`config.mk`:
```
export PLATFORM = sky130hd
export DESIGN_NAME = refcount_handle_table_flat
export DESIGN_NICKNAME = d
export VERILOG_FILES = /design/src/hdl/rht_pkg.sv /design/src/hdl/rht_req_if.sv /design/src/hdl/rht_rsp_if.sv /design/src/hdl/refcount_handle_table.sv /design/src/hdl/rht_ram.sv /design/src/hdl/rht_ctrl.sv /design/src/hdl/rht_dp.sv /design/src/flat_wrapper.sv
export SDC_FILE = /design/constraint.sdc
export NUM_CORES = 1
export LEC_CHECK = 0
export ABC_CLOCK_PERIOD_IN_PS = 25500
export BUFFER_PORTS_ARGS = -buffer_cell sky130_fd_sc_hd__buf_2
export CAP_MARGIN = 20
export CORE_MARGIN = 4
export CORE_UTILIZATION = 60
export CTS_CLUSTER_SIZE = 24
export DETAILED_ROUTE_END_ITERATION = 16
export PLACE_DENSITY_LB_ADDON = 0.15
export SYNTH_ARGS = -nofsm -noshare
export SYNTH_HDL_FRONTEND = slang
export SYNTH_SLANG_ARGS = --single-unit
export TNS_END_PERCENT = 20
```
`constraint.sdc`:
```
create_clock -name clock -period 25.5 [get_ports clock]
set_clock_uncertainty 0.2 [all_clocks]
set_input_delay 5.1 -clock clock [delete_from_list [all_inputs] [get_ports clock]]
set_output_delay 5.1 -clock clock [all_outputs]
set_load 0.01 [all_outputs]
```
`src/hdl/rht_pkg.sv`:
```
// Package for the reference-counted handle table.
// Types, codes and sizes shared by the interfaces, controller, datapath and top.
`timescale 1ns / 1ps
package rht_pkg;

   localparam int TABLE_ENTRIES = 16;
   localparam int IDX_W         = (TABLE_ENTRIES > 1) ? $clog2(TABLE_ENTRIES) : 1;
   localparam int ID_W          = 16;
   localparam int ADDR_W        = 32;
   localparam int REFS_W        = 16;
   localparam int ENTRY_W       = ID_W + ADDR_W + REFS_W;

   localparam logic [REFS_W-1:0] REFS_MAX = '1;

   typedef enum logic [1:0] {
      MODE_REGISTER = 2'd0,
      MODE_RETAIN   = 2'd1,
      MODE_RELEASE  = 2'd2,
      MODE_LOOKUP   = 2'd3
   } mode_type;

   typedef enum logic [1:0] {
      ST_OK        = 2'd0,
      ST_NOT_FOUND = 2'd1,
      ST_FULL      = 2'd2
   } status_type;

   typedef enum logic [1:0] {
      S_IDLE,
      S_SCAN,
      S_COMMIT
   } state_type;

   // one stored table entry
   typedef struct packed {
      logic [ID_W-1:0]   id;
      logic [ADDR_W-1:0] address;
      logic [REFS_W-1:0] refs;
   } entry_type;

   // controller -> datapath
   typedef struct packed {
      logic load;
      logic scan;
      logic commit;
   } cmd_type;

   // datapath -> controller
   typedef struct packed {
      logic done;
      logic out_busy;
   } stat_type;

   typedef struct packed {
      status_type        status;
      logic [ID_W-1:0]   id_out;
      logic [ADDR_W-1:0] address_out;
      logic [REFS_W-1:0] ref_count;
      logic              freed;
   } rsp_type;

endpackage

```
`src/hdl/rht_req_if.sv`:
```
// Request channel of the handle table: valid/ready plus one operation item.
// Depends on rht_pkg.
`timescale 1ns / 1ps
interface rht_req_if import rht_pkg::*; ();
   logic              valid;
   logic              ready;
   logic [1:0]        mode;
   logic [ID_W-1:0]   item_id;
   logic [ADDR_W-1:0] address;

   modport source (output valid, output mode, output item_id, output address, input ready);
   modport sink   (input valid, input mode, input item_id, input address, output ready);
endinterface

```
`src/hdl/rht_rsp_if.sv`:
```
// Response channel of the handle table: valid/ready plus one result item.
// Depends on rht_pkg.
`timescale 1ns / 1ps
interface rht_rsp_if import rht_pkg::*; ();
   logic              valid;
   logic              ready;
   logic [1:0]        status;
   logic [ID_W-1:0]   id_out;
   logic [ADDR_W-1:0] address_out;
   logic [REFS_W-1:0] ref_count;
   logic              freed;

   modport source (output valid, output status, output id_out, output address_out,
                   output ref_count, output freed, input ready);
   modport sink   (input valid, input status, input id_out, input address_out,
                   input ref_count, input freed, output ready);
endinterface

```
`src/hdl/refcount_handle_table.sv`:
```
// Top level of the reference-counted handle table.
// Depends on rht_pkg, rht_req_if, rht_rsp_if, rht_ctrl, rht_dp (and rht_ram).
`timescale 1ns / 1ps
// Usage:
//  - req_chan (sink) takes one operation item: mode (register, retain,
//    release, lookup), item_id and address. rsp_chan (source) gives exactly
//    one result item per request: status, id_out, address_out, ref_count,
//    freed.
//  - Each item scans the entry RAM one entry per cycle from slot 0, looking
//    for the first free slot (register) or the first valid slot holding
//    item_id (the others). The scan stops at the first hit.
//  - The item is latched, slots are read and checked in turn, and a hit, or a
//    miss at the last slot, leads to commit. The single-read-port entry RAM
//    and its registered read set the one-entry-per-cycle pace.
//  - One item at a time: req_ready is high only while idle, so a new item is
//    not accepted until the last one has committed its result.
//  - The result sits in an output register; a new request is accepted while
//    it waits. If rsp_chan stalls, the next item finishes its scan and then
//    holds until the output register is taken.
//  - Reset (synchronous, active high) clears all valid bits and the handle
//    counter; the first registered handle is 1. Entry contents need no reset.
module refcount_handle_table import rht_pkg::*; (
   input logic         clock,
   input logic         reset,
   rht_req_if.sink     req_chan,
   rht_rsp_if.source   rsp_chan
);
   cmd_type  cmd;
   stat_type stat;
   rsp_type  rsp_data;

   rht_ctrl u_ctrl (
      .clock     (clock),
      .reset     (reset),
      .req_valid (req_chan.valid),
      .req_ready (req_chan.ready),
      .stat      (stat),
      .cmd       (cmd)
   );

   rht_dp u_dp (
      .clock       (clock),
      .reset       (reset),
      .cmd         (cmd),
      .stat        (stat),
      .req_mode    (req_chan.mode),
      .req_item_id (req_chan.item_id),
      .req_address (req_chan.address),
      .rsp_valid   (rsp_chan.valid),
      .rsp_ready   (rsp_chan.ready),
      .rsp_data    (rsp_data)
   );

   // unpack the result register onto the channel
   assign rsp_chan.status      = rsp_data.status;
   assign rsp_chan.id_out      = rsp_data.id_out;
   assign rsp_chan.address_out = rsp_data.address_out;
   assign rsp_chan.ref_count   = rsp_data.ref_count;
   assign rsp_chan.freed       = rsp_data.freed;
endmodule

```
`src/hdl/rht_ram.sv`:
```
// Generic single-port-write, single-port-read RAM with registered read data.
// No package dependency.
`timescale 1ns / 1ps
module rht_ram #(
   parameter int WIDTH = 64,
   parameter int DEPTH = 16
) (
   input  logic                                    clock,
   input  logic                                    wr_en,
   input  logic [$clog2(DEPTH > 1 ? DEPTH : 2)-1:0] wr_addr,
   input  logic [WIDTH-1:0]                        wr_data,
   input  logic                                    rd_en,
   input  logic [$clog2(DEPTH > 1 ? DEPTH : 2)-1:0] rd_addr,
   output logic [WIDTH-1:0]                        rd_data
);
   logic [WIDTH-1:0] mem_ff [DEPTH];
   logic [WIDTH-1:0] rd_data_ff;

   always_ff @(posedge clock) begin
      if (wr_en) begin
         mem_ff[wr_addr] <= wr_data;
      end
      if (rd_en) begin
         rd_data_ff <= mem_ff[rd_addr];
      end
   end

   assign rd_data = rd_data_ff;
endmodule

```
`src/hdl/rht_ctrl.sv`:
```
// Controller of the handle table: sequences load, scan and commit of one item.
// Depends on rht_pkg.
`timescale 1ns / 1ps
module rht_ctrl import rht_pkg::*; (
   input  logic     clock,
   input  logic     reset,
   input  logic     req_valid,
   output logic     req_ready,
   input  stat_type stat,
   output cmd_type  cmd
);
   state_type state_ff, state_in;

   always_ff @(posedge clock) begin
      if (reset) begin
         state_ff <= S_IDLE;
      end else begin
         state_ff <= state_in;
      end
   end

   always_comb begin
      state_in = state_ff;
      case (state_ff)
         S_IDLE: begin
            if (req_valid) state_in = S_SCAN;
         end
         S_SCAN: begin
            if (stat.done) state_in = S_COMMIT;
         end
         S_COMMIT: begin
            if (!stat.out_busy) state_in = S_IDLE;
         end
         default: state_in = S_IDLE;
      endcase
   end

   always_comb begin
      req_ready  = 1'b0;
      cmd        = '0;
      case (state_ff)
         S_IDLE: begin
            req_ready = 1'b1;
            cmd.load  = req_valid;
         end
         S_SCAN: begin
            cmd.scan = 1'b1;
         end
         S_COMMIT: begin
            cmd.commit = !stat.out_busy;
         end
         default: begin
            req_ready = 1'b0;
         end
      endcase
   end
endmodule

```
`src/hdl/rht_dp.sv`:
```
// Datapath of the handle table: entry RAM, valid bits, scan pointer,
// handle counter and the output register. Depends on rht_pkg and rht_ram.
`timescale 1ns / 1ps
module rht_dp import rht_pkg::*; (
   input  logic              clock,
   input  logic              reset,
   input  cmd_type           cmd,
   output stat_type          stat,
   input  logic [1:0]        req_mode,
   input  logic [ID_W-1:0]   req_item_id,
   input  logic [ADDR_W-1:0] req_address,
   output logic              rsp_valid,
   input  logic              rsp_ready,
   output rsp_type           rsp_data
);
   localparam logic [IDX_W-1:0] LAST_IDX = IDX_W'(TABLE_ENTRIES - 1);

   // latched request
   mode_type          mode_ff;
   logic [ID_W-1:0]   item_id_ff;
   logic [ADDR_W-1:0] address_ff;

   // scan pointer
   logic [IDX_W-1:0] idx_ff, idx_in;
   logic [IDX_W-1:0] idx_d_ff;
   logic             issued_all_ff, issued_all_in;
   logic             chk_ff, chk_in;

   // scan result
   logic             found_ok_ff, found_ok_in;
   logic [IDX_W-1:0] slot_ff;
   entry_type        found_ff;

   logic [TABLE_ENTRIES-1:0] valid_ff, valid_in;
   logic [ID_W-1:0]          next_handle_ff, next_handle_in;
   logic                     rsp_valid_ff, rsp_valid_in;
   rsp_type                  rsp_ff, rsp_in;

   logic             ram_rd_en, ram_wr_en;
   logic [ENTRY_W-1:0] ram_rd_data;
   entry_type        rd_entry, wr_entry;
   logic             hit, miss;
   logic [REFS_W-1:0] new_refs;
   logic [ID_W-1:0]   new_handle;

   assign ram_rd_en = cmd.scan && !issued_all_ff;
   assign rd_entry  = entry_type'(ram_rd_data);

   rht_ram #(.WIDTH(ENTRY_W), .DEPTH(TABLE_ENTRIES)) u_ram (
      .clock   (clock),
      .wr_en   (ram_wr_en),
      .wr_addr (slot_ff),
      .wr_data (ENTRY_W'(wr_entry)),
      .rd_en   (ram_rd_en),
      .rd_addr (idx_ff),
      .rd_data (ram_rd_data)
   );

   // register needs a free slot, the others a valid slot with a matching id
   always_comb begin
      if (mode_ff == MODE_REGISTER) begin
         hit = chk_ff && !valid_ff[idx_d_ff];
      end else begin
         hit = chk_ff && valid_ff[idx_d_ff] && (rd_entry.id == item_id_ff);
      end
      miss = chk_ff && !hit && (idx_d_ff == LAST_IDX);
   end

   assign stat.done     = hit || miss;
   assign stat.out_busy = rsp_valid_ff && !rsp_ready;

   always_comb begin
      idx_in        = idx_ff;
      issued_all_in = issued_all_ff;
      chk_in        = 1'b0;
      found_ok_in   = found_ok_ff;
      if (cmd.load) begin
         idx_in        = '0;
         issued_all_in = 1'b0;
         found_ok_in   = 1'b0;
      end else if (cmd.scan) begin
         if (hit) found_ok_in = 1'b1;
         if (!issued_all_ff) begin
            chk_in = 1'b1;
            if (idx_ff == LAST_IDX) begin
               issued_all_in = 1'b1;
            end else begin
               idx_in = idx_ff + 1'b1;
            end
         end
      end
   end

   // update of the entry acted on and the result item
   always_comb begin
      new_handle     = next_handle_ff + 1'b1;
      next_handle_in = next_handle_ff;
      valid_in       = valid_ff;
      ram_wr_en      = 1'b0;
      wr_entry       = found_ff;
      new_refs       = found_ff.refs;
      rsp_in         = '0;
      rsp_in.status  = ST_OK;
      case (mode_ff)
         MODE_RETAIN:  new_refs = (found_ff.refs == REFS_MAX) ? found_ff.refs
                                                             : found_ff.refs + 1'b1;
         MODE_RELEASE: new_refs = (found_ff.refs == '0) ? found_ff.refs
                                                       : found_ff.refs - 1'b1;
         default:      new_refs = found_ff.refs;
      endcase
      if (mode_ff == MODE_REGISTER) begin
         if (found_ok_ff) begin
            wr_entry.id      = new_handle;
            wr_entry.address = address_ff;
            wr_entry.refs    = REFS_W'(1);
            rsp_in.id_out      = new_handle;
            rsp_in.address_out = address_ff;
            rsp_in.ref_count   = REFS_W'(1);
            if (cmd.commit) begin
               ram_wr_en         = 1'b1;
               valid_in[slot_ff] = 1'b1;
               next_handle_in    = new_handle;
            end
         end else begin
            rsp_in.status = ST_FULL;
         end
      end else begin
         rsp_in.id_out = item_id_ff;
         if (found_ok_ff) begin
            wr_entry.refs      = new_refs;
            rsp_in.address_out = found_ff.address;
            rsp_in.ref_count   = new_refs;
            if (mode_ff == MODE_RELEASE && new_refs == '0) rsp_in.freed = 1'b1;
            if (cmd.commit && mode_ff != MODE_LOOKUP) begin
               ram_wr_en = 1'b1;
               if (rsp_in.freed) valid_in[slot_ff] = 1'b0;
            end
         end else begin
            rsp_in.status = ST_NOT_FOUND;
         end
      end
   end

   always_comb begin
      rsp_valid_in = rsp_valid_ff;
      if (cmd.commit) begin
         rsp_valid_in = 1'b1;
      end else if (rsp_valid_ff && rsp_ready) begin
         rsp_valid_in = 1'b0;
      end
   end

   always_ff @(posedge clock) begin
      if (reset) begin
         idx_ff         <= '0;
         issued_all_ff  <= 1'b1;
         chk_ff         <= 1'b0;
         found_ok_ff    <= 1'b0;
         valid_ff       <= '0;
         next_handle_ff <= '0;
         rsp_valid_ff   <= 1'b0;
      end else begin
         idx_ff         <= idx_in;
         issued_all_ff  <= issued_all_in;
         chk_ff         <= chk_in;
         found_ok_ff    <= found_ok_in;
         valid_ff       <= valid_in;
         next_handle_ff <= next_handle_in;
         rsp_valid_ff   <= rsp_valid_in;
      end
   end

   always_ff @(posedge clock) begin
      if (cmd.load) begin
         mode_ff    <= mode_type'(req_mode);
         item_id_ff <= req_item_id;
         address_ff <= req_address;
      end
      if (ram_rd_en) idx_d_ff <= idx_ff;
      if (cmd.scan && hit) begin
         slot_ff  <= idx_d_ff;
         found_ff <= rd_entry;
      end
      if (cmd.commit) rsp_ff <= rsp_in;
   end

   assign rsp_valid = rsp_valid_ff;
   assign rsp_data  = rsp_ff;

   a_commit_free: assert property (@(posedge clock) disable iff (reset)
      cmd.commit |-> !(rsp_valid_ff && !rsp_ready))
      else $error("commit while result still stalled");

   a_valid_only_on_commit: assert property (@(posedge clock) disable iff (reset)
      !cmd.commit |=> $stable(valid_ff))
      else $error("valid bits changed outside commit");

   a_ram_one_port: assert property (@(posedge clock) disable iff (reset)
      !(ram_wr_en && ram_rd_en))
      else $error("entry RAM read and written together");

   a_freed_consistent: assert property (@(posedge clock) disable iff (reset)
      rsp_valid_ff |-> (!rsp_ff.freed || (rsp_ff.ref_count == '0 && rsp_ff.status == ST_OK)))
      else $error("freed result with nonzero count or bad status");
endmodule
```
`src/flat_wrapper.sv`:
```
// flat-port wrapper written by rule: the top's interface ports become plain ports
module refcount_handle_table_flat import rht_pkg::*;
  (clock, reset, req_chan_valid, req_chan_mode, req_chan_item_id, req_chan_address, req_chan_ready, rsp_chan_valid, rsp_chan_status, rsp_chan_id_out, rsp_chan_address_out, rsp_chan_ref_count, rsp_chan_freed, rsp_chan_ready);
  rht_req_if req_chan_i ();
  rht_rsp_if rsp_chan_i ();
  input logic clock;
  input logic reset;
  input wire logic [$bits(req_chan_i.valid)-1:0] req_chan_valid;
  input wire logic [$bits(req_chan_i.mode)-1:0] req_chan_mode;
  input wire logic [$bits(req_chan_i.item_id)-1:0] req_chan_item_id;
  input wire logic [$bits(req_chan_i.address)-1:0] req_chan_address;
  output wire logic [$bits(req_chan_i.ready)-1:0] req_chan_ready;
  output wire logic [$bits(rsp_chan_i.valid)-1:0] rsp_chan_valid;
  output wire logic [$bits(rsp_chan_i.status)-1:0] rsp_chan_status;
  output wire logic [$bits(rsp_chan_i.id_out)-1:0] rsp_chan_id_out;
  output wire logic [$bits(rsp_chan_i.address_out)-1:0] rsp_chan_address_out;
  output wire logic [$bits(rsp_chan_i.ref_count)-1:0] rsp_chan_ref_count;
  output wire logic [$bits(rsp_chan_i.freed)-1:0] rsp_chan_freed;
  input wire logic [$bits(rsp_chan_i.ready)-1:0] rsp_chan_ready;
  assign req_chan_i.valid = req_chan_valid;
  assign req_chan_i.mode = req_chan_mode;
  assign req_chan_i.item_id = req_chan_item_id;
  assign req_chan_i.address = req_chan_address;
  assign req_chan_ready = req_chan_i.ready;
  assign rsp_chan_valid = rsp_chan_i.valid;
  assign rsp_chan_status = rsp_chan_i.status;
  assign rsp_chan_id_out = rsp_chan_i.id_out;
  assign rsp_chan_address_out = rsp_chan_i.address_out;
  assign rsp_chan_ref_count = rsp_chan_i.ref_count;
  assign rsp_chan_freed = rsp_chan_i.freed;
  assign rsp_chan_i.ready = rsp_chan_ready;
  refcount_handle_table u_core (.clock(clock), .reset(reset), .req_chan(req_chan_i), .rsp_chan(rsp_chan_i));
endmodule
```
# == Yosys cells after proc, flatten, opt, wreduce, memory -nomap -nowiden ==
# Memories as Yosys holds them, arrays and structs flattened. A register that Yosys moved wholly into a read port is not among the register bits.
# Index checks and enable logic that the tools add are counted.
# op_classes
add_sub_neg,4
n_lt_le_gt_ge,3
eq_ne,13
n_mux,48
bitwise,7
reduce_logical,34
# op_table
operator,n
$mux 16,10
$mux 64,2
$mux 66,1
$mux 49,1
$mux 48,1
$add 16x1->16 const B,2
$logic_not 16->1,2
$pmux 16 s2,1
$mux 1,25
$and 16x16->16,1
$eq 16x16->1,1
$eq 16x16->1 const B,1
$not 16->16,1
$or 16x16->16,1
$sub 16x1->16 const B,1
$logic_and 1x1->1,12
$lt 4x5->1 const B,2
$reduce_and 3->1,3
$eq 4x4->1 const B,2
$mux 2,4
$ne 2x2->1 const B,4
$reduce_bool 2->1,4
$pmux 2 s3,1
$logic_not 1->1,5
14 further kinds,21
# word_totals
regBits,231
ram_bits,1024
inputBits,54
elab_cells,131
n_memories,1
# memory_table
memory,words,width,read_ports,rd_ports_with_merged_regs,write_ports,line,rtl
u_core.u_dp.u_ram.mem_ff,16,64,1,1,1,rht_ram.sv:16,logic [WIDTH-1:0] mem_ff [DEPTH];

# == Depth between registers and ports, before layout ==
# Gate-level depths: netlist of run 1.
# depth
ltp_word,12
ltp_mapped,13
depth_no_buf,10

# == By module ==
# From an unflattened synthesis of run 1, not the netlist that was laid out.
# hier_totals
cells_unflattened,2571
hier_area_um2,51207.9
# modules_own_cells
module,n_inst,cells_each,area_per_inst_um2
rht_ram,1,1647,40222.3
rht_dp,1,912,10880.4
rht_ctrl,1,12,105.1

# == Worst setup path after synthesis of run 1 ==
# No wires, ideal clock.
# synth_path
path_kind,in2reg
from,in rsp_chan_ready
to,reg (tool-made name)
setup_ns,0.100
arrival_ns,14.166
setup_slack_ns,11.034
stages,8
cell_sequence,nand2b_1 nor2b_1 and3_1 clkbuf_1 nand3_1 nor3_1 a21oi_1 a311oi_1
# synth_rtl
element,line,rtl
start: declaration,flat_wrapper.sv:19,input wire logic [$bits(rsp_chan_i.ready)-1:0] rsp_chan_ready;

==> impl_metrics.json, run 1 <==
{
  "crit_required_ns": 25.91,
  "post_cts_buffers": 0,
  "ys_seq_elements": 1319,
  "syn_nets": 2425,
  "switchingPower_w": 0.000877,
  "use_met3_pct": 4.82,
  "ys_types": 71,
  "port_buffers": 122,
  "wl_per_cell_um": 29.4,
  "cp_cell_sequence": "buf_2 > nand2b_1 > nor2b_4 > buf_4 > and3_1 > nand2_1 > nor2_4 > buf_4 > a21oi_1 > a311oi_1",
  "arrival_ns": 8.74,
  "min_period_ns": 8.34,
  "track_usage_pct": 25.5,
  "grt-busiest-layer": "met2",
  "synth-simple-area-share_pct": 2.85,
  "routed_wirelength_um": 112000,
  "p_sw_share_pct": 20.5,
  "die_y_um": 299,
  "mostFrequentLayoutCells": "edfxtp_1, mux4_2, clkbuf_16",
  "fin_nets": 2630,
  "worst_slew_pin_slew_ns": 1.12,
  "cpMostUsedCell": "buf_4",
  "ys.flop_type": "edfxtp_1",
  "root_buffer": "clkbuf_16",
  "num_vias": 24700,
  "path_clk_slew_ns": 0.06,
  "placed_cells": 3559,
  "area_growth_pct": 12.7,
  "final_cells": 3802,
  "cts_tree": "done",
  "finalSetupTns_ns": 0,
  "synthMuxAreaShare_pct": 15.8,
  "drt_iter0_markers": 2943,
  "avgViaCountPerCell": 6.51,
  "seqPwrFrac_pct": 55.3,
  "slew_viol_final": 0,
  "mostFrequentLayoutCell": "edfxtp_1",
  "synth_edf_count": 1277,
  "whs_ns": 0.217,
  "synth_xor_area_share_pct": 0.758,
  "use_met1_pct": 38.0,
  "h-tree-depth": 4,
  "dieArea_sq_um": 89500,
  "crit_path_end_kind": "flip-flop",
  "clock_latency_ns": 0.73,
  "grt_pass1_wl_um": 168000,
  "period_share_pct": 32.7,
  "clockPowerShare_pct": 42.7,
  "fp.dieW_um": 299,
  "cap_violations": 0,
  "drtPass1Iterations": 5,
  "fin_ws_ns": 17.16,
  "status": "finished, final reports clean",
  "path_max_fanout": 43,
  "power_density_nw_per_um2": 74.8,
  "fmax_mhz": 120,
  "intPower_w": 0.00341,
  "synth_cells": 2362,
  "synth_compound_area_share_pct": 2.22,
  "synthAdderAreaFrac_pct": 0.221,
  "row_count": 106,
  "post-place-ws_ns": 16.43,
  "drive_above_1_share_pct": 28.8,
  "cts_sinks": 1319,
  "async_reset_ff_share_pct": 0,
  "ir_worst_vdd_uv": 67.3,
  "synth_area_sq_um": 50900,
  "yosysSeqAreaShare_pct": 77.0,
  "p_leak_nw": 17.6,
  "cpPeakStageDelay_ns": 0.91,
  "path_buf_inv": 3,
  "ios": 123,
  "grt.overflow.total": 0,
  "antenna_found_initial": 0,
  "postSynthAreaPerCell_sq_um": 21.5,
  "grt_pass1_vias": 25400,
  "rsz0062_at_grt": "false",
  "gp_congestion": 0.845,
  "synth_warnings": 0,
  "synth_top_family_by_area": "multiplexers",
  "slew_headroom_pct": 25.1,
  "n_antenna_cell": 0,
  "hp-class": "flip-flop to flip-flop",
  "timing_worst_setup_path_type": "input port to flip-flop",
  "grt_max_degree": 103,
  "comb_power_share_pct": 2.0,
  "drc": 0,
  "coreArea_sq_um": 83800,
  "crit_family": "simple AND/OR/NAND/NOR gates",
  "cts_resized": 0,
  "finalHoldViolations": 0,
  "cp-start-kind": "input port",
  "clk_path_buf_depth": 3,
  "cpMaxStageDelayCell": "nor2_4",
  "initial_core_util_pct": 60.7,
  "antenna_left": 0,
  "hold_buffers": 0,
  "finalSetupViolCount": 0,
  "grt_use_met2_pct": 40.1,
  "cts_buffers": 132,
  "dp_hpwl_um": 60700
}
-- worst paths after layout --
check                                      from                        to  slack (ns)  depth (start not counted)
hold reg to reg   u_core.u_dp.u_ram.rd_data[39]  u_core.u_dp.found_ff[39]        0.22                          0
setup reg to reg         u_core.u_dp.mode_ff[0]                 flip-flop       20.57                         11
setup / recovery                 rsp_chan_ready                 flip-flop       17.16                         10
hold / removal    u_core.u_dp.u_ram.rd_data[39]  u_core.u_dp.found_ff[39]        0.22                          0
-- power groups by stage --
stage,combinational [W],sequential (W),clock (W)
after floorplan,0.0000523,0.00242,0
after global placement,0.0000834,0.00242,0
after detailed placement,0.0000848,0.00242,0
after CTS,0.0000851,0.00237,0.00186
after global routing,0.0000900,0.00237,0.00197
final,0.0000837,0.00237,0.00183
-- state kept, by name (all words and copies together), names as in the netlist, named ones only --
register                    count
u_core.u_dp.mode_ff             2
u_core.u_dp.idx_d_ff            4
u_core.u_dp.u_ram.rd_data      64
u_core.u_dp.found_ff           64
u_core.u_dp.idx_ff              4
u_core.u_dp.slot_ff             4
u_core.u_dp.rsp_valid           1
u_core.u_dp.next_handle_ff     16
u_core.u_ctrl.state_ff          2
u_core.u_dp.rsp_data           67
u_core.u_dp.chk_ff              1
u_core.u_dp.u_ram.mem_ff     1024
u_core.u_dp.found_ok_ff         1
u_core.u_dp.item_id_ff         16
u_core.u_dp.address_ff         32
u_core.u_dp.issued_all_ff       1
-- layer usage --
metal	up-vias	part of all wire [%]
li1	10300	-
met1	13100	41
met2	1123	49
met3	185	8.0
met4	0	2.0
met5	-	0
-- cells in the mapped netlist, drive strengths merged, types with 5 or more instances --
cell	count	share of area [%]
nand2b	5	0.062
clkbuf	74	0.55
a31oi	10	0.12
ha	9	0.22
xnor2	28	0.48
o22ai	8	0.098
o2bb2ai	15	0.26
and3	10	0.12
nor2	102	0.75
a311oi	16	0.29
and2	6	0.074
inv	19	0.14
nor3	26	0.26
nand4	20	0.26
mux4	325	14
edfxtp	1277	75
buf	48	0.40
a21o	8	0.12
or3	6	0.084
xor2	16	0.28
a21oi	25	0.25
nor4	10	0.16
nand2	70	0.52
mux2	33	0.73
mux2i	35	0.69
nand3	15	0.15
or4	6	0.10
dfxtp	42	1.7
o21ai	35	0.34
o211ai	5	0.074
-- cell families (layout without fill, tap and decap cells) --
kind of cell	count (synthesis)	after routing
AO/OA/AOI/OAI	160	160
adder cells (fa/ha/maj)	9	9
flip-flops	1319	1319
AND/OR/NAND/NOR	295	295
buffers and inverters	142	448
multiplexers	393	393
XOR/XNOR	44	44
-- area by class of cell --
type / count / area (sq um)
flip-flops and latches: 1319 / 39200
fillers: 5210 / 26500
multi-input cells: 901 / 11300
clock buffers: 162 / 3460
well taps: 1134 / 1420
repair buffers: 193 / 1220
clock inverters: 73 / 682
inverters: 20 / 75.1
-- per-stage QoR --
stage	power [W]	instance area [sq um]	util (%)
detailed placement	0.00250	53100	63.4
finish	0.00429	57300	68.4
floorplan	0.00247	50900	-
CTS	0.00432	57300	68.3
global placement	0.00250	53100	63.3
global route	0.00443	57300	68.4
No activity file was read; power rests on OpenSTA's default activity.
==> inputs of run 2 (changes only) <==
--- a/config.mk
+++ b/config.mk
@@ -5,7 +5,7 @@
 export SDC_FILE = /design/constraint.sdc
 export NUM_CORES = 1
 export LEC_CHECK = 0
-export ABC_CLOCK_PERIOD_IN_PS = 25500
+export ABC_CLOCK_PERIOD_IN_PS = 7910
 export BUFFER_PORTS_ARGS = -buffer_cell sky130_fd_sc_hd__buf_2
 export CAP_MARGIN = 20
 export CORE_MARGIN = 4
==> constraint.sdc (replaced) <==
create_clock -name clock -period 7.91 [get_ports clock]
set_clock_uncertainty 0.2 [all_clocks]
set_input_delay 1.582 -clock clock [delete_from_list [all_inputs] [get_ports clock]]
set_output_delay 1.582 -clock clock [all_outputs]
set_load 0.01 [all_outputs]
==> run 2 against run 1 <==
Compared with the run above: routed wire length is 2.2% higher; cell count about the same; global-route usage is 0.65 points higher; clock power grew to 3.4 times the previous value; setup slack worse by 14 ns; power rose to 3.3 times the previous value; die area unchanged; sequential share of layout area decreased by 0.25 points; flip-flop and latch count unchanged; first-iteration DRC count is 0.24% lower; cell area rose by 0.37%.
==> impl_metrics.json, run 2 (same netlist as run 1, synthesis figures left out) <==
{
  "wl_per_cell_um": 30.1,
  "crit_family": "simple AND/OR/NAND/NOR gates",
  "place_area_sq_um": 53200,
  "grt_max_degree": 140,
  "fin_area_sq_um": 57500,
  "largest_reg_flops": 1024,
  "crit_required_ns": 8.33,
  "timing_worst_setup_path_type": "input port to flip-flop",
  "gp_congestion": 0.821,
  "post_cts_buffers": 0,
  "grt_pass1_wl_um": 171000,
  "cpPeakStageDelay_ns": 0.91,
  "fp.dieW_um": 299,
  "cpMaxStageDelayCell": "nor2_4",
  "crit_start": "rsp_chan_ready",
  "antenna_found_initial": 1,
  "clock_latency_ns": 0.73,
  "cts_resized": 0,
  "finalHoldViolations": 0,
  "cts_buffers": 133,
  "cp_cell_sequence": "buf_2 > nand2b_1 > nor2b_4 > buf_4 > and3_1 > nand3_1 > nor2_4 > buf_4 > a21oi_1 > a311oi_1",
  "finalSetupViolCount": 0,
  "p_leak_nw": 17.7,
  "min_period_ns": 4.80,
  "grt_pass1_vias": 25400,
  "ios": 123,
  "root_buffer": "clkbuf_16",
  "slew_viol_final": 0,
  "hold_buffers": 0,
  "cap_violations": 0,
  "rr_worst_depth": 10,
  "finalSetupTns_ns": 0,
  "fin_nets": 2626,
  "dieArea_sq_um": 89500,
  "drc": 0,
  "dp_hpwl_um": 63500,
  "area_growth_pct": 13.1,
  "routed_wirelength_um": 114000,
  "top_register": "u_core.u_dp.u_ram.mem_ff",
  "crit_path_end_kind": "flip-flop",
  "path_clk_slew_ns": 0.06,
  "rsz0062_at_grt": "false",
  "r2r_start": "u_core.u_dp.found_ff[0]",
  "die_y_um": 299,
  "ir_worst_vdd_uv": 241,
  "cpMostUsedCell": "buf_4",
  "period_share_pct": 60.7,
  "cp-start-kind": "input port",
  "avgViaCountPerCell": 6.52,
  "clk_path_buf_depth": 3,
  "mostFrequentLayoutCell": "edfxtp_1",
  "drt_iter0_markers": 2936,
  "hp-class": "flip-flop to flip-flop",
  "grt.overflow.total": 0,
  "worst_slew_pin_slew_ns": 1.14,
  "coreArea_sq_um": 83800,
  "path_buf_inv": 3,
  "num_vias": 24800,
  "mostFrequentLayoutCells": "edfxtp_1, mux4_2, clkbuf_16",
  "port_buffers": 122,
  "row_count": 106,
  "status": "finished, final reports clean",
  "regToRegSetupSlack_ns": 3.22,
  "initial_core_util_pct": 60.7,
  "n_antenna_cell": 0,
  "cts_tree": "done",
  "h-tree-depth": 4,
  "power_density_nw_per_um2": 245,
  "worst-path-stages": 10,
  "track_usage_pct": 26.1,
  "antenna_left": 0,
  "cts_sinks": 1319,
  "fmax_mhz": 208,
  "path_max_fanout": 40,
  "drive_above_1_share_pct": 28.8,
  "drtPass1Iterations": 5,
  "slew_headroom_pct": 24.2,
  "arrival_ns": 5.23
}
[run 2: cell type report]
type | instances | area (sq um)
flip-flops and latches | 1319 | 39200
fillers | 5224 | 26300
multi-input cells | 901 | 11300
clock buffers | 154 | 3450
well taps | 1134 | 1420
repair buffers | 188 | 1230
clock inverters | 87 | 865
inverters | 20 | 75.1
[run 2: per-stage QoR]
step	hold WS (ns)	util (%)	instances	total power (W)	setup slack (ns)
3_5_place_dp	0.205	63.4	3556	0.00807	2.34
5_1_grt	0.205	68.6	3803	0.0146	2.82
6_report	0.188	68.6	3803	0.0141	3.11
4_1_cts	0.194	68.6	3797	0.0142	2.97
3_3_place_gp	0.203	63.3	3552	0.00806	2.45
2_1_floorplan	0.200	-	2362	0.00796	0.0916
[run 2: worst min-delay path by stage]
| stage | from | end | slack [ns] | cells past startpoint |
|---|---|---|---|---|
| finish | u_core.u_dp.u_ram.rd_data[5] | u_core.u_dp.found_ff[5] | 0.19 | 0 |
| global route | u_core.u_dp.u_ram.rd_data[5] | u_core.u_dp.found_ff[5] | 0.20 | 0 |
| CTS | u_core.u_dp.u_ram.rd_data[5] | u_core.u_dp.found_ff[5] | 0.19 | 0 |
| detailed placement | u_core.u_dp.u_ram.rd_data[6] | u_core.u_dp.found_ff[6] | 0.20 | 0 |
| global placement | u_core.u_dp.u_ram.rd_data[13] | u_core.u_dp.found_ff[13] | 0.20 | 0 |
| floorplan | u_core.u_dp.u_ram.rd_data[0] | u_core.u_dp.found_ff[0] | 0.20 | 0 |
[run 2: per-layer routing]
| layer | global-route usage (%) | wire [um] | vias to the layer above |
|---|---|---|---|
| li1 | - | - | 10300 |
| met1 | 39.5 | 47100 | 13100 |
| met2 | 40.8 | 55600 | 1203 |
| met3 | 4.86 | 9610 | 164 |
| met4 | 6.21 | 2090 | 0 |
| met5 | 0 | 0 | - |
[run 2: report_power, final]
group / switching (W) / internal, W / total [W]
Clock: 0.00262 / 0.00355 / 0.00617
Combinational: 0.000163 / 0.000114 / 0.000277
Sequential: 0.0000287 / 0.00761 / 0.00764
Total: 0.00281 / 0.0113 / 0.0141
